<file path="src/sv/cie_pkg.sv">
// Package for the compressed instruction executor: item types, codes and byte-order helper.
// No dependencies.
`default_nettype none
package cie_pkg;
	localparam logic [1:0] KIND_INSTR = 2'd0;
	localparam logic [1:0] KIND_MRESP = 2'd1;
	localparam logic [1:0] KIND_RREAD = 2'd2;
	localparam logic [1:0] KIND_RWRITE = 2'd3;

	localparam logic [1:0] ST_OK = 2'd0;
	localparam logic [1:0] ST_INVALID = 2'd1;
	localparam logic [1:0] ST_FAULT = 2'd2;
	localparam logic [1:0] ST_BUSY = 2'd3;

	localparam logic [3:0] OP_RR = 4'h8;
	localparam logic [3:0] OP_IMM = 4'h9;
	localparam logic [3:0] OP_LOAD = 4'hA;
	localparam logic [3:0] OP_STORE = 4'hB;
	localparam logic [3:0] OP_JUMP = 4'hC;

	localparam logic [3:0] FN_ADD = 4'h0;
	localparam logic [3:0] FN_SUB = 4'h1;
	localparam logic [3:0] FN_MUL = 4'h2;
	localparam logic [3:0] FN_AND = 4'h3;
	localparam logic [3:0] FN_OR = 4'h4;
	localparam logic [3:0] FN_XOR = 4'h5;
	localparam logic [3:0] FN_MV = 4'hF;

	localparam logic [3:0] IM_ADD = 4'h0;
	localparam logic [3:0] IM_SUB = 4'h1;
	localparam logic [3:0] IM_AND = 4'h2;
	localparam logic [3:0] IM_OR = 4'h3;
	localparam logic [3:0] IM_XOR = 4'h4;
	localparam logic [3:0] IM_LI = 4'h5;

	localparam logic [1:0] REG_LITTLE_ENDIAN = 2'd0;

	typedef struct packed {
		logic [1:0] kind;
		logic [15:0] instruction;
		logic [63:0] pc;
		logic [63:0] mem_data;
		logic mem_error;
		logic [4:0] reg_index;
		logic [63:0] reg_value;
	} in_item_t;

	typedef struct packed {
		logic [1:0] status;
		logic [63:0] fault_address;
		logic mem_request;
		logic mem_write;
		logic [63:0] mem_address;
		logic [1:0] mem_size_code;
		logic [63:0] mem_write_data;
		logic [63:0] next_pc;
		logic [63:0] read_value;
	} out_item_t;

	// Keep the low 2**code bytes, reversed among themselves when big-endian.
	function automatic logic [63:0] order_bytes(logic [63:0] v, logic [1:0] code,
			logic little);
		logic [63:0] m;
		logic [63:0] r;
		m = v;
		r = '0;
		unique case (code)
			2'd0: m = {56'd0, v[7:0]};
			2'd1: m = {48'd0, v[15:0]};
			2'd2: m = {32'd0, v[31:0]};
			default: m = v;
		endcase
		if (little) begin
			r = m;
		end else begin
			unique case (code)
				2'd0: r = m;
				2'd1: r = {48'd0, m[7:0], m[15:8]};
				2'd2: r = {32'd0, m[7:0], m[15:8], m[23:16], m[31:24]};
				default: r = {m[7:0], m[15:8], m[23:16], m[31:24],
					m[39:32], m[47:40], m[55:48], m[63:56]};
			endcase
		end
		return r;
	endfunction
endpackage
`default_nettype wire

</file>
<file path="src/sv/cie_if.sv">
// Valid/ready channel interface carrying one word of a given payload type.
// Does not itself depend on cie_pkg; the payload type comes in as a parameter.
`default_nettype none
interface cie_if #(parameter type payload_t = logic) (input wire logic clk);
	logic valid;
	logic ready;
	payload_t data;
	modport source(output valid, output data, input ready);
	modport sink(input valid, input data, output ready);
endinterface
`default_nettype wire

</file>
<file path="src/sv/cie_front.sv">
// Front end: accepts input words and holds them for the back end.
// Uses cie_pkg; feeds a two-entry queue toward the back end.
`default_nettype none
module cie_front (
	input wire logic clk,
	input wire logic arst_n,
	cie_if.sink in_ch,
	output logic q_valid,
	output cie_pkg::in_item_t q_data,
	input wire logic q_pop
);
	import cie_pkg::*;

	in_item_t buf_q [2];
	logic rd_ptr_q, wr_ptr_q;
	logic [1:0] cnt_q;
	logic push;

	assign in_ch.ready = (cnt_q != 2'd2);
	assign push = in_ch.valid && in_ch.ready;
	assign q_valid = (cnt_q != 2'd0);
	assign q_data = buf_q[rd_ptr_q];

	always_ff @(posedge clk) begin
		if (push) begin
			buf_q[wr_ptr_q] <= in_ch.data;
		end
	end

	always_ff @(posedge clk or negedge arst_n) begin
		if (!arst_n) begin
			rd_ptr_q <= 1'b0;
			wr_ptr_q <= 1'b0;
			cnt_q <= 2'd0;
		end else begin
			if (push) wr_ptr_q <= ~wr_ptr_q;
			if (q_pop) rd_ptr_q <= ~rd_ptr_q;
			cnt_q <= cnt_q + {1'b0, push} - {1'b0, q_pop};
		end
	end
endmodule
`default_nettype wire

</file>
<file path="src/sv/cie_back.sv">
// Back end: register file, operand read, execute and result register.
// Uses cie_pkg; takes words from the front queue.
`default_nettype none
module cie_back #(
	parameter int REG_COUNT = 32
) (
	input wire logic clk,
	input wire logic arst_n,
	input wire logic little_endian,
	input wire logic q_valid,
	input cie_pkg::in_item_t q_data,
	output logic q_pop,
	cie_if.source out_ch
);
	import cie_pkg::*;

	localparam int IW = (REG_COUNT > 32) ? $clog2(REG_COUNT) : 5;

	logic [63:0] rf_q [REG_COUNT];
	logic [REG_COUNT-1:0] rf_valid_q;

	logic pend_q, pend_store_q;
	logic [4:0] pend_reg_q;
	logic [1:0] pend_size_q;
	logic [63:0] pend_addr_q;

	// Stage 1: operands read, word held.
	logic v_s1;
	in_item_t it_s1;
	logic [63:0] x_s1, y_s1, z_s1;

	// Multiply partial products, formed while mul_wait holds the execute stage.
	logic mul_wait, mul_ok_q;
	logic [63:0] mul_lo_q;
	logic [31:0] mul_mid_q;

	out_item_t res;
	logic wr_en;
	logic [4:0] wr_idx;
	logic [63:0] wr_val;
	logic pend_set, pend_clr;
	logic stall, take_s1;

	function automatic logic [63:0] rd(logic [IW-1:0] a, logic [63:0] v,
			logic [REG_COUNT-1:0] vb);
		logic [63:0] r;
		r = '0;
		if (int'(a) < REG_COUNT && vb[a]) r = v;
		return r;
	endfunction

	logic [IW-1:0] ax, ay, az, ai;
	assign ax = IW'(q_data.instruction[7:4]);
	assign ay = IW'(q_data.instruction[11:8]);
	assign az = IW'({1'b0, q_data.instruction[7:4]} + 5'd1);
	assign ai = IW'(q_data.reg_index);

	assign stall = out_ch.valid && !out_ch.ready;
	// Hold off a new read while stage 1 writes; it would see stale data.
	assign take_s1 = !stall && !mul_wait;
	assign q_pop = q_valid && take_s1 && !(v_s1 && wr_en);

	always_ff @(posedge clk) begin
		if (q_pop) begin
			it_s1 <= q_data;
			if (q_data.kind == KIND_RREAD) x_s1 <= rd(ai, rf_q[ai], rf_valid_q);
			else x_s1 <= rd(ax, rf_q[ax], rf_valid_q);
			y_s1 <= rd(ay, rf_q[ay], rf_valid_q);
			z_s1 <= rd(az, rf_q[az], rf_valid_q);
		end
		if (mul_wait) begin
			mul_lo_q <= {32'd0, x_s1[31:0]} * {32'd0, y_s1[31:0]};
			mul_mid_q <= x_s1[31:0] * y_s1[63:32] + x_s1[63:32] * y_s1[31:0];
		end
		if (wr_en && int'(wr_idx) < REG_COUNT) rf_q[IW'(wr_idx)] <= wr_val;
	end

	logic [3:0] op, b, r, f;
	logic [63:0] imm, off;
	logic [1:0] code;
	assign op = it_s1.instruction[15:12];
	assign b = it_s1.instruction[11:8];
	assign r = it_s1.instruction[7:4];
	assign f = it_s1.instruction[3:0];
	assign imm = {56'd0, b, f};
	assign code = 2'd3 - f[1:0];
	assign off = {{52{it_s1.instruction[11]}}, it_s1.instruction[11:0]};

	assign mul_wait = v_s1 && !mul_ok_q && it_s1.kind == KIND_INSTR && !pend_q
		&& op == OP_RR && f == FN_MUL;

	always_comb begin
		res = '0;
		wr_en = 1'b0;
		wr_idx = {1'b0, r};
		wr_val = '0;
		pend_set = 1'b0;
		pend_clr = 1'b0;
		unique case (it_s1.kind)
			KIND_INSTR: begin
				res.next_pc = it_s1.pc;
				if (pend_q) begin
					res.status = ST_BUSY;
				end else begin
					unique case (op)
						OP_RR: begin
							wr_en = 1'b1;
							case (f)
								FN_ADD: wr_val = x_s1 + y_s1;
								FN_SUB: wr_val = x_s1 - y_s1;
								FN_MUL: wr_val = mul_lo_q + {mul_mid_q, 32'd0};
								FN_AND: wr_val = x_s1 & y_s1;
								FN_OR: wr_val = x_s1 | y_s1;
								FN_XOR: wr_val = x_s1 ^ y_s1;
								FN_MV: wr_val = y_s1;
								default: begin
									wr_en = 1'b0;
									res.status = ST_INVALID;
								end
							endcase
						end
						OP_IMM: begin
							wr_en = 1'b1;
							case (b)
								IM_ADD: wr_val = x_s1 + imm;
								IM_SUB: wr_val = x_s1 - imm;
								IM_AND: wr_val = x_s1 & imm;
								IM_OR: wr_val = x_s1 | imm;
								IM_XOR: wr_val = x_s1 ^ imm;
								IM_LI: wr_val = imm;
								default: begin
									wr_en = 1'b0;
									res.status = ST_INVALID;
								end
							endcase
						end
						OP_LOAD, OP_STORE: begin
							if (f[3:2] != 2'd0) begin
								res.status = ST_INVALID;
							end else begin
								pend_set = 1'b1;
								res.mem_request = 1'b1;
								res.mem_write = (op == OP_STORE);
								res.mem_address = x_s1 + ({60'd0, b} << code);
								res.mem_size_code = code;
								if (op == OP_STORE)
									res.mem_write_data = order_bytes(z_s1, code,
										little_endian);
							end
						end
						OP_JUMP: res.next_pc = it_s1.pc + (off << 1) - 64'd2;
						default: res.status = ST_INVALID;
					endcase
				end
			end
			KIND_MRESP: begin
				if (pend_q) begin
					pend_clr = 1'b1;
					if (it_s1.mem_error) begin
						res.status = ST_FAULT;
						res.fault_address = pend_addr_q;
					end else if (!pend_store_q) begin
						wr_en = 1'b1;
						wr_idx = pend_reg_q;
						wr_val = order_bytes(it_s1.mem_data, pend_size_q, little_endian);
					end
				end
			end
			KIND_RREAD: res.read_value = x_s1;
			default: begin
				wr_en = 1'b1;
				wr_idx = it_s1.reg_index;
				wr_val = it_s1.reg_value;
			end
		endcase
		if (!v_s1 || stall || mul_wait) begin
			wr_en = 1'b0;
			pend_set = 1'b0;
			pend_clr = 1'b0;
		end
	end

	always_ff @(posedge clk) begin
		if (v_s1 && !stall && !mul_wait) out_ch.data <= res;
	end

	always_ff @(posedge clk or negedge arst_n) begin
		if (!arst_n) begin
			v_s1 <= 1'b0;
			out_ch.valid <= 1'b0;
			mul_ok_q <= 1'b0;
			rf_valid_q <= '0;
			pend_q <= 1'b0;
			pend_store_q <= 1'b0;
			pend_reg_q <= '0;
			pend_size_q <= '0;
			pend_addr_q <= '0;
		end else begin
			if (!stall) begin
				if (mul_wait) begin
					out_ch.valid <= 1'b0;
				end else begin
					out_ch.valid <= v_s1;
					v_s1 <= q_pop;
				end
			end
			mul_ok_q <= mul_wait || (mul_ok_q && stall);
			if (wr_en && int'(wr_idx) < REG_COUNT) rf_valid_q[IW'(wr_idx)] <= 1'b1;
			if (pend_set) begin
				pend_q <= 1'b1;
				pend_store_q <= (op == OP_STORE);
				pend_reg_q <= {1'b0, r};
				pend_size_q <= code;
				pend_addr_q <= res.mem_address;
			end else if (pend_clr) begin
				pend_q <= 1'b0;
			end
		end
	end
endmodule
`default_nettype wire

</file>
<file path="src/sv/compressed_instruction_executor_core.sv">
// Compressed instruction executor: one result word per input word.
// A word passes the front queue, the stage 1 register and the output register. One word
// per cycle while the output is not stalled, except a word right behind one that writes
// the register file waits for the write-back, so register writes are not taken back to back.
// A multiply holds the execute stage while it forms its partial products, then combines them.
// arst_n clears control state, the register file valid bits and the pending access.
`default_nettype none
module compressed_instruction_executor_core #(
	parameter int REG_COUNT = 32
) (
	input wire logic clk,
	input wire logic arst_n,
	cie_if.sink in_ch,
	cie_if.source out_ch,
	input wire logic psel,
	input wire logic penable,
	input wire logic pwrite,
	input wire logic [1:0] paddr,
	input wire logic [31:0] pwdata,
	output logic [31:0] prdata,
	output logic pready
);
	import cie_pkg::*;

	logic little_endian_q;
	logic q_valid, q_pop;
	in_item_t q_data;

	assign pready = 1'b1;
	assign prdata = (paddr == {REG_LITTLE_ENDIAN}) ? {31'd0, little_endian_q} : 32'd0;

	always_ff @(posedge clk or negedge arst_n) begin
		if (!arst_n) begin
			little_endian_q <= 1'b0;
		end else if (psel && penable && pwrite && paddr == REG_LITTLE_ENDIAN) begin
			little_endian_q <= pwdata[0];
		end
	end

	cie_front u_front (
		.clk(clk), .arst_n(arst_n), .in_ch(in_ch),
		.q_valid(q_valid), .q_data(q_data), .q_pop(q_pop)
	);

	cie_back #(.REG_COUNT(REG_COUNT)) u_back (
		.clk(clk), .arst_n(arst_n), .little_endian(little_endian_q),
		.q_valid(q_valid), .q_data(q_data), .q_pop(q_pop), .out_ch(out_ch)
	);
endmodule
`default_nettype wire
</file>
<file path="src/flat_wrapper.sv">
// flat-port wrapper written by rule: the top's interface ports become plain ports
module compressed_instruction_executor_core_flat import cie_pkg::*;
#(
	parameter int REG_COUNT = 32
)
  (clk, arst_n, psel, penable, pwrite, paddr, pwdata, prdata, pready, in_ch_valid, in_ch_data, in_ch_ready, out_ch_valid, out_ch_data, out_ch_ready);
  cie_if in_ch_i (.clk(clk));
  cie_if out_ch_i (.clk(clk));
  input wire logic clk;
  input wire logic arst_n;
  input wire logic psel;
  input wire logic penable;
  input wire logic pwrite;
  input wire logic [1:0] paddr;
  input wire logic [31:0] pwdata;
  output logic [31:0] prdata;
  output logic pready;
  input wire logic [$bits(in_ch_i.valid)-1:0] in_ch_valid;
  input wire logic [$bits(in_ch_i.data)-1:0] in_ch_data;
  output wire logic [$bits(in_ch_i.ready)-1:0] in_ch_ready;
  output wire logic [$bits(out_ch_i.valid)-1:0] out_ch_valid;
  output wire logic [$bits(out_ch_i.data)-1:0] out_ch_data;
  input wire logic [$bits(out_ch_i.ready)-1:0] out_ch_ready;
  assign in_ch_i.valid = in_ch_valid;
  assign in_ch_i.data = in_ch_data;
  assign in_ch_ready = in_ch_i.ready;
  assign out_ch_valid = out_ch_i.valid;
  assign out_ch_data = out_ch_i.data;
  assign out_ch_i.ready = out_ch_ready;
  compressed_instruction_executor_core #(.REG_COUNT(REG_COUNT)) u_core (.clk(clk), .arst_n(arst_n), .in_ch(in_ch_i), .out_ch(out_ch_i), .psel(psel), .penable(penable), .pwrite(pwrite), .paddr(paddr), .pwdata(pwdata), .prdata(prdata), .pready(pready));
endmodule
</file>
<file path="config.mk">
export PLATFORM = sky130hd
export DESIGN_NAME = compressed_instruction_executor_core_flat
export DESIGN_NICKNAME = d
export VERILOG_FILES = /design/src/sv/cie_pkg.sv /design/src/sv/cie_if.sv /design/src/sv/cie_front.sv /design/src/sv/cie_back.sv /design/src/sv/compressed_instruction_executor_core.sv /design/src/flat_wrapper.sv
export SDC_FILE = /design/constraint.sdc
export NUM_CORES = 1
export LEC_CHECK = 0
export ABC_AREA = 1
export BUFFER_PORTS_ARGS = -buffer_cell sky130_fd_sc_hd__buf_2
export CAP_MARGIN = 0
export CORE_UTILIZATION = 57
export CTS_BUF_LIST = sky130_fd_sc_hd__clkbuf_4
export DETAILED_ROUTE_END_ITERATION = 8
export PLACE_DENSITY = 0.78
export SLEW_MARGIN = 40
export SYNTH_ARGS = -nofsm -noshare
export SYNTH_HDL_FRONTEND = slang
export SYNTH_HIERARCHICAL = 1
export SYNTH_SLANG_ARGS = --single-unit
</file>
<file path="constraint.sdc">
create_clock -name clk -period 2.7 [get_ports clk]
set_input_delay 0 -clock clk [delete_from_list [all_inputs] [get_ports clk]]
set_output_delay 0 -clock clk [all_outputs]
set_load 0.01 [all_outputs]
</file>
# After elaboration in Yosys (flattened, before gate mapping)
# Memories as Yosys holds them, arrays and structs flattened. A register that Yosys moved wholly into a read port is not among the register bits.
# Cells that the tools add are included.
# totals
out_inout_bits,36
memories,2
word_cells,166
regBits,361
ram_bits,2050
# mem_list
name,depth,width,rd,rd_clocked_by_memory_dff,write_ports,line,source
u_core.u_back.rf_q,32,64,2,1,1,cie_back.sv:19,logic [63:0] rf_q [REG_COUNT];
u_core.u_front.buf_q,2,1,1,1,1,cie_front.sv:14,in_item_t buf_q [2];
# classes
multipliers,3
add_sub_neg,9
n_bitwise,11
magnitude_cmp,5
n_reduce_logical,42
n_eq_ne,21
muxes,51
# op_table
op,n
$pmux 64 s3,3
$mux 64,8
$pmux 64 s7,1
$pmux 64 s6,1
$add 64x64->64,2
$pmux 64 s2,1
$add 64x8->64,1
$and 64x64->64,1
$and 64x8->64,1
$mul 32x32->32,2
$mul 32x32->64,1
$or 64x64->64,1
$or 64x8->64,1
$sub 64x64->64,1
$sub 64x8->64,1
$xor 64x64->64,1
$xor 64x8->64,1
$add 32x32->32,1
$or 32x32->32,1
$mux 1,27
$eq 4x4->1 const B,5
$logic_and 1x1->1,18
$eq 4x2->1 const B,4
$eq 4x3->1 const B,4
29 further kinds,54

# Logic depth before layout (Yosys ltp)
# logic_depth
depth_word,12
mapped_depth,22
depth_no_buf,21

# Modules after synthesis
# The synthesis kept the hierarchy.
# by_module_without_submodules
module,area_each_um2,n_inst,cells_per_inst
cie_back,5157.4,1,564
cie_front,1908.1,1,246
compressed_instruction_executor_core,316.6,1,44

# Worst setup path before layout
# OpenSTA, ideal clock, no wires.
# synth_timing
kind,register -> register
startpoint,register u_core.u_back.it_s1 (netlist bit u_core/u_back/f[2])
endpoint,register u_core.u_front.cnt_q[1]
period_less_slack_ns,2.789
arrival_time_ns,2.669
setup_ns,0.121
path_buffers,1
stages_incl_launch_ff,20
setup_slack_ns,-0.089
path_cell_list,edfxtp_1 -> nor2_1 -> nand3_2 -> inv_1 -> nand2_2 -> nand2_2 -> nor2_4 -> nand2_2 -> buf_6 -> nand2_1 -> inv_1 -> nand3b_1 -> nand2_1 -> ha_1 -> inv_1 -> nand2_1 -> nand2_1 -> inv_1 -> nand2_1 -> nand2_1
# synth_via
elab_chain_cells,11
elab_cells_between_ends,22
classes_between,add/sub: 1; eq/ne: 6; mux: 5; reduce/logical: 10
# synth_rtl
item,line,source
from (decl),cie_back.sv:29,in_item_t it_s1;
from (signal assigned),cie_back.sv:65,it_s1 <= q_data;
$eq 4x2->1 (tied with other cells),--,
$reduce_or 7->1 (no source line),--,
$mux 1,cie_back.sv:108,case (f)
$pmux 1 s2,cie_back.sv:105,unique case (op)
$mux 1,cie_back.sv:102,if (pend_q) begin
$pmux 1 s3,cie_back.sv:99,unique case (it_s1.kind)
$mux 1,cie_back.sv:176,if (!v_s1 || stall || mul_wait) begin
$logic_and 1x1->1,cie_back.sv:61,assign q_pop = q_valid && take_s1 && !(v_s1 && wr_en);
$logic_not 1->1,cie_back.sv:61,
$logic_and 1x1->1 *,cie_back.sv:61,
named net u_core.q_pop,compressed_instruction_executor_core.sv:26,"logic q_valid, q_pop;"
$sub 2x1->2 *,cie_front.sv:38,"cnt_q <= cnt_q + {1'b0, push} - {1'b0, q_pop};"
to (signal assigned),cie_front.sv:38,
to (decl),cie_front.sv:16,logic [1:0] cnt_q;
# Mark *: on every way through the listed nets, which the timed path passes. The rest lies on a longest branch.
# A chain may end at the register's enable or synchronous reset.

# Final worst setup path
# layout_timing
startpoint,register u_core.u_back.it_s1 (netlist bit u_core/u_back/f[0])
endpoint,register u_core.u_front.cnt_q[1]
# Same word-level chain as after synthesis.

==> reports/summary.md <==
Across all hold checks on the routed design, the worst slack comes to 0.2139 ns. After clock tree synthesis, the clock-pin slew on the worst setup and hold paths is 0.10 ns. The buffers plus inverters on the worst setup path is 2, and the count of pins on the block boundary is 78. The tools report the root buffer cell as sky130_fd_sc_hd__clkbuf_4. The run finished with clean final reports. The sort of element at the end of the critical path is a flop. The weighted congestion at the end of routability-driven global placement is 0.8804, and the worst-case register-to-register setup slack is 0.40 ns.

The HPWL after detailed placement is 7845 µm, and the total power of the final layout is 6.067 mW. For the final database, setup skew stands at 0.01628 ns. After synthesis the cells add up to 5978 µm². The top fanout value on the critical path works out to 6. The number of slew-limit violations in the final report was 0. The run gives 5130 µm as the met1 layer wirelength in the final routing.

The logs give 37 for the cell row count and 58.43% for the initial core utilization. Walking the worst path, the cells encountered are nor2_1, nand3_1, nand3_1, nand2_1, nand2_1, nand2_1, nand2_2, nand2_2, nand2_1, clkinvlp_4, nand3b_1, nand2_1, ha_1, inv_1, nand2_1, nand2_1, nand3_1, nand2_1. The floorplan step defined a die boundary enclosing 10900 µm². The run gives 2.71 ns as the critical path arrival. The cell at the slowest stage of the critical path is sky130_fd_sc_hd__edfxtp_1.

In this run the remaining antenna-violating nets after routing total 0. The top metal layer carrying routed signals was met4. The end of the worst hold path was u_core/u_front/buf_q[0]. Across the run, the number of max-cap violations was 0. The clock net in this run drives a total of 115 sinks. The clock reaches the later pin of the worst-skew pair after 0.51 ns. The clock period could shrink to 2.298 ns. After detailed routing, the average wire length per cell comes to 14.03 µm. The floorplan step defined a core boundary enclosing 10230 µm². Counting instances, the worst hold path has a depth of 2. The overall die width was 104.4 µm. The number of buffers inserted by port buffering was 14; the total met2 wirelength after detailed routing was 5785 µm.

In this run the critical register-to-register path is captured at u_core/u_front/cnt_q[1]. The average cell area after synthesis came out at 8.963 µm². The pin slew with the least headroom to its limit came out at 0.6092 ns.

The kind of cell with the highest combined delay along the critical path is simple AND/OR/NAND/NOR gates. IR analysis of the VDD net gives a maximum drop of 582.3 µV. The number of setup buffers added after CTS is 0. Before CTS, the worst setup slack after placement is 0.4364 ns.

The cell that appears most often on the critical path is sky130_fd_sc_hd__nand2_1. The run gives 435.2 MHz as the maximum frequency from static timing analysis. For the worst setup path, the data required time is 3.11 ns.

The logs give 4303 for the number of global-route vias before repair and 419 for the initial detailed-routing violation count. The path category of the worst min-delay check was input pin to flop. The cell count after synthesis came out at 667.

The worst setup path is launched from a flop. The layout has 856 filler cells. In this run the most critical hold path is launched from in_ch_data.

The growth of design area from synthesis to finish came out at 6.865%. The utilization after layout is 62.44%. The tools report the routed length on met3 as 750 µm. The synthesis warning total was 6. In the global route stage, overall resource usage came out at 23.80%. The average vias per placed instance works out to 5.209. The standby leakage power was 2.867 nW; the fraction of the cycle the final worst path needs was 85.09%. The tools report the remaining global-route overflow as 0. Number of buffers on the longest clock path: 2.

The clock tree synthesis step divided the H-tree into 4 levels. For this design the ratio of total power to cell area is 949.6 nW/µm². For the worst flop-to-flop path, the logic depth is 18. Setup repair after global routing left no endpoint under its margin.

The first detailed-routing pass took 6 iterations. The total number of nets in the final design came out at 744. The startpoint identified for the worst register-to-register timing path is u_core/u_back/f[0].

After detailed routing, the number of remaining DRC violations is 0. The number of hold violations in the final report is 0, and the worst setup margin is 0.4024 ns. The TritonCTS buffer count is 17.

Maximum single-stage delay on the critical path: 0.51 ns. TritonCTS built the clock tree. Entering global routing, the biggest net connects 59 pins. The worst setup path is of the flop to flop kind. Cells with a size suffix above 1 make up 11.27% of the layout. The run gives 11870 µm as the final wirelength.

The setup violation total in the final timing report is 0. The initial antenna violation count is 0, and the antenna diode instance count is 0. The vertical extent of the die was 104.4 µm; the headroom to the max-slew limit was 59.38%. Accumulated negative setup slack: 0 ns. The first global-routing pass estimated 19960 µm of wire. Via total after detailed routing: 4407.
[flip-flops by register name, indices dropped and copies added (netlist names), 2 cells and up]
signal                     count
u_core/u_back/it_s1           21
u_core/u_front/cnt_q           2
u_core/u_back/pend_reg_q       4
u_core/u_back/rf_valid_q      32
u_core/u_back/pend_size_q      2
u_core/u_back/f                4
u_core/u_back/rf_q            32
u_core/u_back/b                4
u_core/u_front/buf_q           2
[timing repair]
action | 4_1_cts | 5_1_grt
hold buffers | 9 | 0
resized for setup | 0 | 0
hold endpoints to repair | 59 | 0
[final cells by class]
class | instances | area, µm² | area share, %
Timing Repair Buffer | 27 | 202.7 | 3.173
Multi-Input combinational cell | 458 | 2165 | 33.88
Clock inverter | 15 | 214.0 | 3.349
Inverter | 78 | 296.5 | 4.642
Sequential cell | 115 | 3213 | 50.29
Clock buffer | 17 | 127.6 | 1.998
Tap cell | 136 | 170.2 | 2.664
[per-stage QoR]
step                      area (µm²)  instances
final                           6389        846
after global routing            6389        846
after CTS                       6389        846
after detailed placement        5947        805
after global placement          5944        805
after floorplan                 6196        724
[layer usage]
layer | GRT usage [%] | vias up
met5 | 0 | -
met2 | 39.21 | 186
li1 | - | 2124
met1 | 29.87 | 2077
met3 | 5.576 | 20
met4 | 10.61 | 0
[report_power, final]
part	total (mW)	internal (mW)	switching [mW]
clock	1.46	0.818	0.645
combinational	1.82	0.547	1.28
sequential	2.78	2.48	0.303
[how the worst max path moves through the flow]
stage / from / end / depth (start not counted)
2_1_floorplan: u_core/u_back/f[1] / u_core/u_front/cnt_q[1] / 21
3_3_place_gp: u_core/u_back/f[0] / u_core/u_front/cnt_q[1] / 18
3_5_place_dp: u_core/u_back/f[0] / u_core/u_front/cnt_q[1] / 18
4_1_cts: u_core/u_back/f[0] / u_core/u_front/cnt_q[1] / 18
5_1_grt: u_core/u_back/f[1] / u_core/u_front/cnt_q[1] / 20
6_report: u_core/u_back/f[0] / u_core/u_front/cnt_q[1] / 18
[cell usage in the layout (no fill, tap or decap)]
cell	instances
sky130_fd_sc_hd__nand4_1	4
sky130_fd_sc_hd__or2_2	1
sky130_fd_sc_hd__dfrtp_1	48
sky130_fd_sc_hd__nand2_1	149
sky130_fd_sc_hd__a21oi_1	3
sky130_fd_sc_hd__or2_0	1
sky130_fd_sc_hd__ha_1	5
sky130_fd_sc_hd__nor2_4	1
sky130_fd_sc_hd__inv_1	70
sky130_fd_sc_hd__nor3_1	5
sky130_fd_sc_hd__nand3_2	5
sky130_fd_sc_hd__bufinv_16	5
sky130_fd_sc_hd__or2_1	1
sky130_fd_sc_hd__o2111ai_1	1
sky130_fd_sc_hd__nor2_1	52
sky130_fd_sc_hd__mux2_1	1
sky130_fd_sc_hd__clkinv_1	4
sky130_fd_sc_hd__clkbuf_4	17
sky130_fd_sc_hd__edfxtp_1	67
sky130_fd_sc_hd__nand2_2	8
sky130_fd_sc_hd__nand3_1	77
sky130_fd_sc_hd__clkinv_2	1
sky130_fd_sc_hd__dlygate4sd3_1	8
sky130_fd_sc_hd__clkinvlp_4	5
sky130_fd_sc_hd__buf_12	1
sky130_fd_sc_hd__inv_2	6
sky130_fd_sc_hd__nor2_2	10
sky130_fd_sc_hd__buf_2	13
sky130_fd_sc_hd__buf_4	5
sky130_fd_sc_hd__o21bai_1	29
sky130_fd_sc_hd__nand3b_1	4
sky130_fd_sc_hd__o21ai_0	38
sky130_fd_sc_hd__conb_1	60
sky130_fd_sc_hd__clkinv_4	2
sky130_fd_sc_hd__nor3b_1	1
sky130_fd_sc_hd__xor2_1	1
sky130_fd_sc_hd__o21ai_1	1
No activity file was read; power rests on OpenSTA's default activity.
